===== config.mk =====
export PLATFORM = sky130hd
export DESIGN_NAME = tpp_cfg
export DESIGN_NICKNAME = d
export VERILOG_FILES = /design/src/hdl/tpp_pkg.sv /design/src/hdl/tpp_cfg.sv
export SDC_FILE = /design/constraint.sdc
export NUM_CORES = 1
export LEC_CHECK = 0
export BUFFER_PORTS_ARGS = -buffer_cell sky130_fd_sc_hd__buf_2
export CAP_MARGIN = 10
export CORE_MARGIN = 4
export CORE_UTILIZATION = 25
export DETAILED_ROUTE_END_ITERATION = 16
export GPL_TIMING_DRIVEN = 0
export SLEW_MARGIN = 0
export SYNTH_ARGS = -nofsm -noshare
export SYNTH_HDL_FRONTEND = slang
export SYNTH_SLANG_ARGS = --single-unit

===== constraint.sdc =====
create_clock -name clk -period 3.2 [get_ports clk]
set_clock_uncertainty 0.05 [all_clocks]
set_input_delay 0.64 -clock clk [delete_from_list [all_inputs] [get_ports clk]]
set_output_delay 0.64 -clock clk [all_outputs]
set_load 0.05 [all_outputs]

===== src/hdl/tpp_pkg.sv =====
// tpp_pkg: shared types and constants for the telecentric point projection
// holds the register map and the configuration struct; no dependencies
package tpp_pkg;

    localparam int NumRegs  = 8;
    localparam int AddrBits = 6;
    localparam int DataBits = 64;
    localparam int NStages  = 14;

    typedef enum logic [2:0] {
        REG_MAG    = 3'd0,
        REG_PP     = 3'd1,
        REG_K1     = 3'd2,
        REG_K2     = 3'd3,
        REG_K3     = 3'd4,
        REG_TANG   = 3'd5,
        REG_PRISMX = 3'd6,
        REG_PRISMY = 3'd7
    } reg_idx_t;

    typedef struct packed {
        logic        [31:0] mag;
        logic signed [31:0] u0;
        logic signed [31:0] v0;
        logic signed [31:0] k1;
        logic signed [31:0] k2;
        logic signed [31:0] k3;
        logic signed [31:0] p1;
        logic signed [31:0] p2;
        logic signed [31:0] s1;
        logic signed [31:0] s2;
        logic signed [31:0] s3;
        logic signed [31:0] s4;
    } cfg_t;

endpackage


===== src/hdl/tpp_cfg.sv =====
// tpp_cfg: apb register file for the projection coefficients
// depends on tpp_pkg for the register map and cfg_t
module tpp_cfg (
    input  logic                           clk,
    input  logic                           rst_n,
    input  logic                           psel,
    input  logic                           penable,
    input  logic                           pwrite,
    input  logic [tpp_pkg::AddrBits-1:0]   paddr,
    input  logic [tpp_pkg::DataBits-1:0]   pwdata,
    output logic [tpp_pkg::DataBits-1:0]   prdata,
    output logic                           pready,
    output tpp_pkg::cfg_t                  cfg
);

    tpp_pkg::cfg_t    cfg_reg;
    tpp_pkg::reg_idx_t idx;

    assign idx    = tpp_pkg::reg_idx_t'(paddr[5:3]);
    assign pready = 1'b1;
    assign cfg    = cfg_reg;

    always_ff @(posedge clk or negedge rst_n)
    begin
        if (!rst_n)
        begin
            cfg_reg <= '0;
        end
        else if (psel && penable && pwrite)
        begin
            case (idx)
                tpp_pkg::REG_MAG:    cfg_reg.mag <= pwdata[31:0];
                tpp_pkg::REG_PP:
                begin
                    cfg_reg.u0 <= pwdata[63:32];
                    cfg_reg.v0 <= pwdata[31:0];
                end
                tpp_pkg::REG_K1:     cfg_reg.k1 <= pwdata[31:0];
                tpp_pkg::REG_K2:     cfg_reg.k2 <= pwdata[31:0];
                tpp_pkg::REG_K3:     cfg_reg.k3 <= pwdata[31:0];
                tpp_pkg::REG_TANG:
                begin
                    cfg_reg.p1 <= pwdata[63:32];
                    cfg_reg.p2 <= pwdata[31:0];
                end
                tpp_pkg::REG_PRISMX:
                begin
                    cfg_reg.s1 <= pwdata[63:32];
                    cfg_reg.s2 <= pwdata[31:0];
                end
                tpp_pkg::REG_PRISMY:
                begin
                    cfg_reg.s3 <= pwdata[63:32];
                    cfg_reg.s4 <= pwdata[31:0];
                end
                default: ;
            endcase
        end
    end

    always_comb
    begin
        case (idx)
            tpp_pkg::REG_MAG:    prdata = {32'd0, cfg_reg.mag};
            tpp_pkg::REG_PP:     prdata = {cfg_reg.u0, cfg_reg.v0};
            tpp_pkg::REG_K1:     prdata = {{32{cfg_reg.k1[31]}}, cfg_reg.k1};
            tpp_pkg::REG_K2:     prdata = {{32{cfg_reg.k2[31]}}, cfg_reg.k2};
            tpp_pkg::REG_K3:     prdata = {{32{cfg_reg.k3[31]}}, cfg_reg.k3};
            tpp_pkg::REG_TANG:   prdata = {cfg_reg.p1, cfg_reg.p2};
            tpp_pkg::REG_PRISMX: prdata = {cfg_reg.s1, cfg_reg.s2};
            tpp_pkg::REG_PRISMY: prdata = {cfg_reg.s3, cfg_reg.s4};
            default:             prdata = '0;
        endcase
    end

endmodule


Yosys cells after proc, flatten, opt, wreduce, memory -nomap -nowiden. Cells that the tools add are included.

Muxes and demuxes: 1. Bitwise logic cells: 0. Eq/ne operators: 7. Shifts and indexed selects: 0. Magnitude comparators: 0. Reduce and logical (&&, ||, !) cells: 11. $mul: 0. $add $sub $neg: 0. Div/mod/pow operators: 0.

Operator list (count): $pmux W64 S8 (1); $reduce_and A2 Y1 (8); $eq A3 B3 Y1 const B (4); $eq A3 B2 Y1 const B (2); $eq A3 B1 Y1 const B (1); $logic_not A3 Y1 (1); $logic_and A1 B1 Y1 (2).

Input port bits: 75. Memories kept: 0. ROM bits: 0. Word-level logic and storage cells: 31. Register bits after elaboration: 384. Bits in latches: 0. Bits in writable memories: 0.

Longest topological paths before layout.
Word-level depth: 3. Depth in mapped cells: 6. Mapped depth without buffers: 3.

Worst setup path before layout. Ideal clock, no wire load.

Kind: input -> output. Start: input port paddr[4] in the netlist's numbering. End: output port prdata[32] in the netlist's numbering. Slack: 163 ps. Buffers on the path: 3. Stages: 6. Required time: 2510 ps. Arrival: 2347 ps. Path through: buf_2 -> buf_2 -> nor2b_1 -> clkbuf_1 -> a22oi_1 -> o211ai_1.

Longest elaborated chain between the ends: 2. Elaborated cells on any way between the ends: 9. Classes of those cells: eq/ne (7); mux (1); reduce/logical (1).

RTL lines: start, declared (line tpp_cfg.sv:9) `input logic [tpp_pkg::AddrBits-1:0] paddr,`; $eq A3 B3 Y1 (tied with other cells) (line tpp_cfg.sv:63) `case (idx)`; $pmux W64 S8 * (line tpp_cfg.sv:63); end, declared (line tpp_cfg.sv:11) `output logic [tpp_pkg::DataBits-1:0] prdata,`.

Mark *: on every way between the ends. The rest lies on a longest branch, timed or not.

Worst setup path after layout.
Start: input port paddr[4] in the netlist's numbering. End: output port prdata[24] in the netlist's numbering.

Same word-level chain as after synthesis.

==> metrics <==
status=finished, final reports clean; top post-synthesis cells by area=dfrtp_1, mux2_2, mux2i_1; worst slack, placed=-1.13 ns; Worst Path Required=~2.5 ns; post-route minimum period=roughly 3.1 ns; Detail Placement HPWL=53000 µm; grt ovf=0; die area=72600 µm²; Vias=~13k; die height=about 270 µm; Worst setup SP type=input pin; Clk Tree Root Cell=clkbuf_16; fin worst setup slack=0.0552 ns; Async SR Flop Fraction=between 90% and 100%; Worst slew margin=between 30% and 40%; post-route cell area=between 20000 and 25000 µm²; total track usage=19.1%; Seq/Total Area, Yosys=a little under three fifths; min-delay src=pwdata[48]; Tot Pwr=between 15 and 20 mW; fin util=33.7%; Final TNS setup=0 ns; worst path arrival time=2.45 ns; register area=~9600 µm²; initial antenna violation count=3; fin. max-slew vios=0; most frequent cells in the layout=buf_2, dfrtp_1, mux2_2, mux2i_1, a22oi_1; Post-Syn Area=~17000 µm²; commonest non-fill, non-tap cell in the layout=buf_2; vias in the first global route=~14k; Placed Instance Area=20900 µm²; Multi-input gate area=between 7000 and 8000 µm²; Synthesis Warnings=0; crit end category=output port; crit path from=paddr[4]; maximum VDD drop=slightly below 700 µV; crit path max fanout=10; hold_ws=0.293 ns; Synth Instances=between 1k and 1.5k; filler cell count=just under 7k; fmax=around 320 MHz; post-synth top area share=a little under three fifths; Final Setup Violations=0; worst-margin pin slew=between 1 and 1.5 ns; gp weighted congestion=about 0.90; Pre-antenna DRT Iters=5; placed cells=about 2.6k; first-pass GRT wire length=approximately 100000 µm; Post-synth EDFFs=0; Synth Area per Inst=between 10 and 15 µm²; pin count of the biggest net entering global routing=between 100 and 150; RSZ-0062 raised after global routing=true; cts bufs inserted=46; reg2reg start=cfg[101]; max reg flops=approximately 380; Yosys cell types=29; Via density=4.96; leak pwr=around 11 nW; CTS tree=yes; Max-Cap Viols=0; Syn Nets=1284; io pins=~520; critical path type=input pin to output port; final non-filler cell total=2695; worst hold path class=input pin to flip-flop; core box area=67500 µm²; final antenna-violating net count=0; Seq cells post-synth=between 300 and 400; clock-pin slew of the registers on the worst-case setup and hold paths=around 0.06 ns; port bufs=518; final hold vios=0; top_reg_cell synth=dfrtp_1; clk buf depth=3; Worst-Skew Late Latency=between 0.5 and 0.6 ns; Site Rows=95; Horiz. Die Dim=270 µm; DRT iter0 DRCs=750; initial core utilization=about 25%; drt wl/cell=roughly 27 µm; share of cells above drive strength 1=between 50% and 60%; crit share post-route=98.3%; Area Growth Syn to Fin=32.9%; clock sinks=approximately 380; Total Routed Length=72100 µm; htree depth=2; dominant cell type by area after synthesis=dfrtp_1; final-stage net count=1857; drc violations=0; cell area power density=between 800 and 900 nW/µm²
==> report_power, final <==
part	internal, mW	switching [mW]
logic	1.81	5.52
registers	5.81	0.835
clock network	3.13	2.11
==> cell usage after synthesis (2+ instances only) <==
master,count
inv_1,33
mux2i_1,97
nand2_1,3
a22oi_1,62
clkbuf_1,40
mux2_2,339
a221oi_1,31
o22a_1,32
buf_2,52
nor2_2,3
nand2b_1,3
o211ai_1,32
mux2_1,45
nor2b_1,5
dfrtp_1,384
or3_1,3
o22ai_1,32
nor2_1,2
==> area by class of cell <==
type,count,area share (%)
clock buffer,71,6.24
clock inverter,13,0.468
antenna,4,0.0440
inverter,33,0.545
multi-input combinational,698,31.0
buffer,91,2.39
sequential,384,42.3
timing repair buffer,528,12.2
tap,873,4.81
==> what timing repair did <==
item,in CTS,in global routing
buffers inserted,1,4
cloned,0,0
resized for setup,71,25
hold buffers,1,0
endpoints found under the hold margin,53,0
endpoints found under the setup margin,64,38
pin swaps,1,2
==> logic make-up after synthesis <==
kind of cell           count (synthesis)  share of synthesized area, %
muxes                                481                          31.0
AOI/OAI and AO/OA                    192                          8.69
and+or+nand+nor                       24                         0.944
buffers and inverters                127                          3.19
other                                  1                        0.0219
DFF                                  384                          56.2
==> path summary, 6_finish.rpt <==
path	to	slack, ns	depth (start not counted)
max	prdata[24]	0.06	8
min	cfg[336]	0.29	2
max reg2reg	cfg[101]	2.27	1
min reg2reg	cfg[300]	0.46	1
max in group asynchronous	cfg[260]	1.51	3
min in group asynchronous	cfg[349]	0.56	2
==> metal layers <==
layer / share of wire [%] / vias to the layer above / track usage [%] / wire [µm]
li1: - / 5700 / - / -
met1: 42 / 6984 / 24.1 / 30100
met2: 48 / 554 / 31.9 / 34500
met3: 7.2 / 116 / 5.33 / 5210
met4: 3.1 / 0 / 6.13 / 2260
met5: 0 / - / 0 / 0
==> critical path: stages <==
cell      delay (ns)
buf_2           0.14
buf_4           0.19
nor2b_1         0.13
clkbuf_4        0.23
buf_2           0.27
a221oi_1        0.39
o22a_1          0.19
buf_2           0.27
Power figures use the tool's default switching activity.
